==> config.mk <==
export PLATFORM = sky130hd
export DESIGN_NAME = cfq_cell
export DESIGN_NICKNAME = d
export VERILOG_FILES = /design/src/rtl/complex_fir_filter_q15_macros.svh /design/src/rtl/cfq_pkg.sv /design/src/rtl/cfq_cell.sv
export SDC_FILE = /design/constraint.sdc
export NUM_CORES = 2
export LEC_CHECK = 0
export BUFFER_PORTS_ARGS = -buffer_cell sky130_fd_sc_hd__clkbuf_2
export CORE_MARGIN = 2
export CORE_UTILIZATION = 45
export DETAILED_ROUTE_END_ITERATION = 8
export PLACE_DENSITY_LB_ADDON = 0.12
export SLEW_MARGIN = 25
export SYNTH_ARGS = -nofsm -noshare
export SYNTH_HDL_FRONTEND = slang
export SYNTH_SLANG_ARGS = --single-unit
==> constraint.sdc <==
create_clock -name clk -period 7.05 [get_ports clk]
set_input_delay 0.705 -clock clk [delete_from_list [all_inputs] [get_ports clk]]
set_output_delay 0.705 -clock clk [all_outputs]
set_load 0.01 [all_outputs]
==> src/rtl/complex_fir_filter_q15_macros.svh <==
// Assertion macros shared by the complex FIR filter RTL.
`ifndef COMPLEX_FIR_FILTER_Q15_MACROS_SVH
`define COMPLEX_FIR_FILTER_Q15_MACROS_SVH

// Same-cycle implication, sampled on clk, off while rst_n is low.
`define CFQ_ASSERT_NOW(lbl, ante, cons, msg) \
    lbl: assert property (@(posedge clk) disable iff (!rst_n) (ante) |-> (cons)) \
        else $error(msg);

// Next-cycle implication, sampled on clk, off while rst_n is low.
`define CFQ_ASSERT_NEXT(lbl, ante, cons, msg) \
    lbl: assert property (@(posedge clk) disable iff (!rst_n) (ante) |=> (cons)) \
        else $error(msg);

`endif

==> src/rtl/cfq_pkg.sv <==
// Types and constants of the complex FIR filter.
`timescale 1ns / 1ps
`default_nettype none

package cfq_pkg;

    localparam int SAMPLE_W     = 16;
    localparam int ACC_W        = 32;
    localparam int COEF_INDEX_W = 4;
    localparam int TAP_COUNT_W  = 5;
    localparam int RESULT_LSB   = 15;
    localparam int APB_DATA_W   = 32;
    localparam int APB_ADDR_W   = 3;

    localparam logic [TAP_COUNT_W-1:0] TAP_COUNT_RESET = 5'd16;

    // Item kinds
    typedef enum logic {
        KIND_SAMPLE = 1'b0,
        KIND_COEF   = 1'b1
    } cfq_kind_t;

    // Register indexes
    typedef enum logic {
        REG_TAP_COUNT = 1'b0,
        REG_UNUSED    = 1'b1
    } cfq_reg_t;

    // Beat passed from one tap cell to the next
    typedef struct packed {
        logic                           valid;
        cfq_kind_t                      kind;
        logic                           last;
        logic [COEF_INDEX_W-1:0]        coef_index;
        logic signed [SAMPLE_W-1:0]     coef_real;
        logic signed [SAMPLE_W-1:0]     coef_imag;
        logic signed [SAMPLE_W-1:0]     smp_real;
        logic signed [SAMPLE_W-1:0]     smp_imag;
        logic [ACC_W-1:0]               sum_real;
        logic [ACC_W-1:0]               sum_imag;
        logic [ACC_W-1:0]               prod_real;
        logic [ACC_W-1:0]               prod_imag;
    } cfq_beat_t;

endpackage

`default_nettype wire

==> src/rtl/cfq_cell.sv <==
// One tap cell: holds a coefficient and, except in tap 0, a history sample; multiplies, accumulates.
`timescale 1ns / 1ps
`default_nettype none

module cfq_cell #(
    parameter int TAP_INDEX = 0,
    parameter int LIMIT_W   = 5
) (
    input  wire                     clk,
    input  wire                     rst_n,
    input  wire                     advance,
    input  wire [LIMIT_W-1:0]       tap_limit,
    input  wire cfq_pkg::cfq_beat_t beat_in,
    output cfq_pkg::cfq_beat_t      beat_out
);

    logic signed [cfq_pkg::SAMPLE_W-1:0] coef_real_reg;
    logic signed [cfq_pkg::SAMPLE_W-1:0] coef_imag_reg;
    logic signed [cfq_pkg::SAMPLE_W-1:0] use_real;
    logic signed [cfq_pkg::SAMPLE_W-1:0] use_imag;
    logic signed [cfq_pkg::ACC_W-1:0]    mult_rr;
    logic signed [cfq_pkg::ACC_W-1:0]    mult_ii;
    logic signed [cfq_pkg::ACC_W-1:0]    mult_ri;
    logic signed [cfq_pkg::ACC_W-1:0]    mult_ir;
    logic                                tap_active;
    logic                                take_sample;
    logic                                take_coef;
    cfq_pkg::cfq_beat_t                  beat_reg;
    cfq_pkg::cfq_beat_t                  beat_next;

    assign take_sample = advance && beat_in.valid && (beat_in.kind == cfq_pkg::KIND_SAMPLE);
    assign take_coef   = advance && beat_in.valid && (beat_in.kind == cfq_pkg::KIND_COEF)
                         && (32'(beat_in.coef_index) == 32'(TAP_INDEX));
    assign tap_active  = LIMIT_W'(TAP_INDEX) < tap_limit;

    // Coefficient store of this tap
    always_ff @(posedge clk or negedge rst_n)
    begin
        if (!rst_n)
        begin
            coef_real_reg <= '0;
            coef_imag_reg <= '0;
        end
        else if (take_coef)
        begin
            coef_real_reg <= beat_in.coef_real;
            coef_imag_reg <= beat_in.coef_imag;
        end
    end

    // Sample seen by this tap; tap 0 sees the new sample itself
    generate
        if (TAP_INDEX == 0)
        begin : g_head
            assign use_real = beat_in.smp_real;
            assign use_imag = beat_in.smp_imag;
        end
        else
        begin : g_hist
            logic signed [cfq_pkg::SAMPLE_W-1:0] hist_real_reg;
            logic signed [cfq_pkg::SAMPLE_W-1:0] hist_imag_reg;

            // take the sample the previous tap used, hand the old one on
            always_ff @(posedge clk or negedge rst_n)
            begin
                if (!rst_n)
                begin
                    hist_real_reg <= '0;
                    hist_imag_reg <= '0;
                end
                else if (take_sample)
                begin
                    hist_real_reg <= beat_in.smp_real;
                    hist_imag_reg <= beat_in.smp_imag;
                end
            end

            assign use_real = hist_real_reg;
            assign use_imag = hist_imag_reg;
        end
    endgenerate

    // Complex product of this tap
    assign mult_rr = cfq_pkg::ACC_W'(coef_real_reg) * cfq_pkg::ACC_W'(use_real);
    assign mult_ii = cfq_pkg::ACC_W'(coef_imag_reg) * cfq_pkg::ACC_W'(use_imag);
    assign mult_ri = cfq_pkg::ACC_W'(coef_real_reg) * cfq_pkg::ACC_W'(use_imag);
    assign mult_ir = cfq_pkg::ACC_W'(coef_imag_reg) * cfq_pkg::ACC_W'(use_real);

    // Next beat: add the previous tap's product, register this one's
    always_comb
    begin
        beat_next           = beat_in;
        beat_next.smp_real  = use_real;
        beat_next.smp_imag  = use_imag;
        beat_next.sum_real  = beat_in.sum_real + beat_in.prod_real;
        beat_next.sum_imag  = beat_in.sum_imag + beat_in.prod_imag;
        if (tap_active)
        begin
            beat_next.prod_real = cfq_pkg::ACC_W'(mult_rr - mult_ii);
            beat_next.prod_imag = cfq_pkg::ACC_W'(mult_ri + mult_ir);
        end
        else
        begin
            beat_next.prod_real = '0;
            beat_next.prod_imag = '0;
        end
    end

    // Beat register
    always_ff @(posedge clk or negedge rst_n)
    begin
        if (!rst_n)
            beat_reg <= '0;
        else if (advance)
            beat_reg <= beat_next;
    end

    assign beat_out = beat_reg;

endmodule

`default_nettype wire

### Yosys cells after proc, flatten, opt, wreduce, memory -nomap -nowiden

Index checks and enable logic that the tools add are counted.

* $add $sub $neg: 4
* multiply operators: 4
* $lt $le $gt $ge: 1
* muxes and demuxes: 1
* reduce and logical (&&, ||, !) cells: 4

Operators by type and width (count)
* $mul 16x16->32: 4
* $add 32x32->32: 3
* $mux 64: 1
* $sub 32x32->32: 1
* $lt 1x5->1 const A: 1
* $logic_not 4->1: 1
* $logic_and 1x1->1: 3

* register bits: 231
* bits of input ports: 207
* output and inout port bits: 199
* word-level logic and storage cells: 28

### Logic depth before layout (Yosys ltp)

* word-level depth: 3
* gate-level depth with buffers: 28
* mapped depth without buffers: 27

### Worst setup path before layout

OpenSTA, ideal clock, no wires.

* path kind: input to register
* start point: in beat_in[145] in the netlist's numbering
* end point: reg beat_reg, in the netlist beat_out[31]
* arrival: 7628 ps
* data required time: 6981 ps
* setup slack: -647 ps
* stages: 24
* cells stage by stage: clkbuf_1 > nand2_1 > fa_1 > inv_1 > fa_1 > inv_1 > fa_1 > inv_1 > fa_1 > fa_1 > fa_1 > fa_1 > inv_1 > fa_1 > inv_1 > ha_1 > a21o_1 > a21o_1 > a21oi_1 > o21ai_0 > a221o_1 > a211o_1 > or4_1 > nand3_1

* cells in the longest elaborated chain, start to end: 3

RTL lines
* start, declared: line cfq_cell.sv:13 `input wire cfq_pkg::cfq_beat_t beat_in,`
* $mul 16x16->32: line cfq_cell.sv:87 `assign mult_ir = cfq_pkg::ACC_W'(coef_imag_reg) * cfq_pkg::ACC_W'(use_real);`
* $add 32x32->32: line cfq_cell.sv:100 `beat_next.prod_imag = cfq_pkg::ACC_W'(mult_ri + mult_ir);`
* $mux 64: line cfq_cell.sv:97 `if (tap_active)`
* end signal, assigned: line cfq_cell.sv:115 `beat_reg <= beat_next;`
* end, declared: line cfq_cell.sv:28 `cfq_pkg::cfq_beat_t beat_reg;`

Every way passes these cells.
A chain may end at the register's enable or synchronous reset.

### Worst setup path in the final report

* start point: reg coef_imag_reg[7] in the netlist's numbering
* end point: reg beat_reg, in the netlist beat_out[62]

* cells in the longest elaborated chain, start to end: 3

RTL lines
* start, declared: line cfq_cell.sv:18 `logic signed [cfq_pkg::SAMPLE_W-1:0] coef_imag_reg;`
* start signal, assigned: line cfq_cell.sv:47 `coef_imag_reg <= beat_in.coef_imag;`
* $mul 16x16->32: line cfq_cell.sv:85 `assign mult_ii = cfq_pkg::ACC_W'(coef_imag_reg) * cfq_pkg::ACC_W'(use_imag);`
* $sub 32x32->32: line cfq_cell.sv:99 `beat_next.prod_real = cfq_pkg::ACC_W'(mult_rr - mult_ii);`
* $mux 64: line cfq_cell.sv:97

Every way passes these cells.

==> impl_metrics.tcl <==
set metrics [dict create \
    clock_sinks 231 \
    core_um2 113000 \
    portBuffers 405 \
    synth_area_leaders "fa_1 45%, dfrtp_1 11%, inv_1 9.6%, ha_1 9.0%, and2_1 5.7%" \
    syn_inst 5263 \
    reg2reg_slack_ns -0.28 \
    dp_slack_ns -1.01 \
    ys_ff_latch 231 \
    synth_top_area_frac 0.449 \
    r2r_cells 25 \
    vias_per_cell 4.99 \
    firstDrtPassIters 6 \
    nFillCells 10166 \
    place_congestion 0.909 \
    clk_latency_ns 0.61 \
    drc 0 \
    die_h_um 342 \
    finalWirelength_um 154000 \
    avgSynthCellArea_um2 9.75 \
    period_minus_slack_ns 7.33 \
    slew_headroom 0.427 \
    clock_path_buffers 3 \
    hold_viol_final 0 \
    ant_nets 0 \
    arrival_ns 7.83 \
    setup_viol 24 \
    initial_utilization 0.455 \
    synth_edf_count 0 \
    finalCritPeriodShare 1.04 \
    required_ns 7.55 \
    synth.cell_area_um2 51300 \
    slew_violations 0 \
    synthArstFlopShare 1.00 \
    synth_cell_types 78 \
    grt_first_pass_wirelength_um 243000 \
    worst-slew-pin-transition_ns 0.859 \
    final_core_util 0.557 \
    violations "negative setup slack" \
    status "finished, violations left" \
    final.setup.worst_slack_ns -0.283 \
    cts_tree "yes" \
    synthFlopType "dfrtp_1" \
    worst_hold_path_type "primary input to asynchronous set/reset pin" \
    cp-endpoint "beat_out[62]" \
    path_class "flop to flop" \
    dp.cells 7476 \
    worstSetupEndpointType "flop" \
    hold_slack_ns 0.0535 \
    final_cells 7609 \
    timing.fmax_mhz 136 \
    crit_path_max_fanout 10 \
    grt_max_degree 69 \
    yosysSeqAreaShare 0.113 \
    r2r_start "coef_imag_reg[7]" \
    ios 406 \
    critPathLaunch "coef_imag_reg[7]" \
    first_iter_violations 1890 \
    synth.cells.most_frequent "1,310 x inv_1, 1,151 x fa_1, 569 x nand2_1" \
    layout-drive-gt1-share 0.240 \
    grt-ovfl-total 0 \
    finalNetCount 7806 \
    post_drt_wl_per_cell_um 20.2 \
    maxCapViolCount 0 \
    grt_usage 0.274 \
    skew_ns 0.0300 \
    cts_root_buffer "clkbuf_16" \
    reg2reg_to "beat_out[62]" \
    place_hpwl_um 129000 \
    num_vias 37952 \
    row_count 123 \
    cp-start-kind "flop" \
    synth_top_area_cell "fa_1" \
    htreeDepth 2 \
    syn2layout_area_growth_pct 22.5 \
    synth_most_common_cell "inv_1" \
    cts_made_buffers 35 \
    dieWidth_um 342 \
    die-area_um2 117000 \
    grt_antenna_before_repair 5 \
    clk_pin_slew_worst_paths_ns 0.06 \
    synth_fp_nets 6990 \
    yosysWarnings 0 \
    largest_reg_flops 199 \
    rsz0062_at_grt "yes" \
    first_global_vias 41412 \
]
## layer usage
metal	vias to the layer above	part of all wire	GRT usage	routed length, um
li1	17261	-	-	-
met1	19686	0.42	0.370	65100
met2	826	0.50	0.471	77300
met3	177	0.043	0.0316	6600
met4	2	0.029	0.0715	4520
met5	-	0.000085	0	13
## placed cells by master, fill, tap and decap left out, drive strengths merged, types with 9 or more instances in the layout
cell / instances
and2: 464
and3: 14
nor2b: 11
nand4: 9
a21oi: 101
clkbuf: 450
nand3: 24
nand2: 569
inv: 1311
o211ai: 12
ha: 369
o21a: 18
nor3: 29
buf: 606
xor2: 40
nand2b: 33
nor4: 9
xnor2: 101
a211oi: 11
mux2: 142
o21ai: 64
or3: 10
nor2: 88
dfrtp: 231
a31oi: 14
fa: 1151
a22o: 52
a21o: 57
## logic make-up (layout without fill, tap and decap cells)
kind of cell	Yosys count	after routing	share of synthesized area
buf+inv	1542	2384	0.113
fa+ha+maj	1520	1520	0.539
simple gates	1281	1281	0.124
compound gates	404	404	0.0562
flops	231	231	0.113
mux	144	144	0.0315
xor+xnor	141	141	0.0241
other cells	0	4	0
## worst min path at each step
stage,from,end,slack (ns),cells past startpoint
final,rst_n,beat_out[14],0.05,1
after global routing,rst_n,beat_out[38],0.08,1
after CTS,rst_n,beat_out[38],0.05,1
after detailed placement,beat_out[85],beat_out[85],0.47,2
after global placement,beat_out[85],beat_out[85],0.47,2
after floorplan,rst_n,beat_out[0],0.41,0
## final cells by class
| class | count | area (um^2) | area share |
|---|---|---|---|
| Clock inverter | 17 | 289 | 0.00460 |
| Inverter | 1311 | 4930 | 0.0784 |
| Tap cell | 1500 | 1880 | 0.0299 |
| Clock buffer | 46 | 957 | 0.0152 |
| Sequential cell | 231 | 5790 | 0.0921 |
| Antenna cell | 4 | 10.0 | 0.000159 |
| Timing Repair Buffer | 1010 | 8010 | 0.127 |
| Multi-Input combinational cell | 3490 | 41000 | 0.652 |
## critical path, stage by stage, from the launching register on
cell      delay, ns
dfrtp_2        0.50
buf_12         0.17
buf_4          0.18
and2_1         0.19
fa_1           0.54
inv_1          0.06
fa_1           0.49
fa_1           0.57
fa_1           0.44
fa_1           0.53
fa_1           0.44
fa_1           0.52
inv_1          0.05
fa_1           0.49
inv_2          0.04
ha_4           0.21
a21o_1         0.17
a21o_1         0.16
a21o_1         0.19
a221o_1        0.34
a31oi_1        0.18
buf_4          0.18
o211ai_1       0.12
nand4_1        0.14
nand3_1        0.08
a32o_1         0.24
## what timing repair did
| item | CTS | global route |
|---|---|---|
| endpoints found under the setup margin | 33 | 38 |
| cloned | 2 | 1 |
| setup buffers | 47 | 28 |
| pin swaps | 134 | 131 |
| gates resized for setup | 145 | 154 |
| hold buffers | 0 | 0 |
## through the flow
step | setup TNS (ns) | cell area, um^2
2_1_floorplan | -1.50 | 51600
3_3_place_gp | -23.72 | 59700
3_5_place_dp | -25.94 | 59700
4_1_cts | -4.30 | 62000
5_1_grt | -9.63 | 62900
6_report | -3.99 | 62900
Power is left out: the tool's default activity adds up to more than one toggle a clock period on the data nets, which glitch-free logic cannot reach.
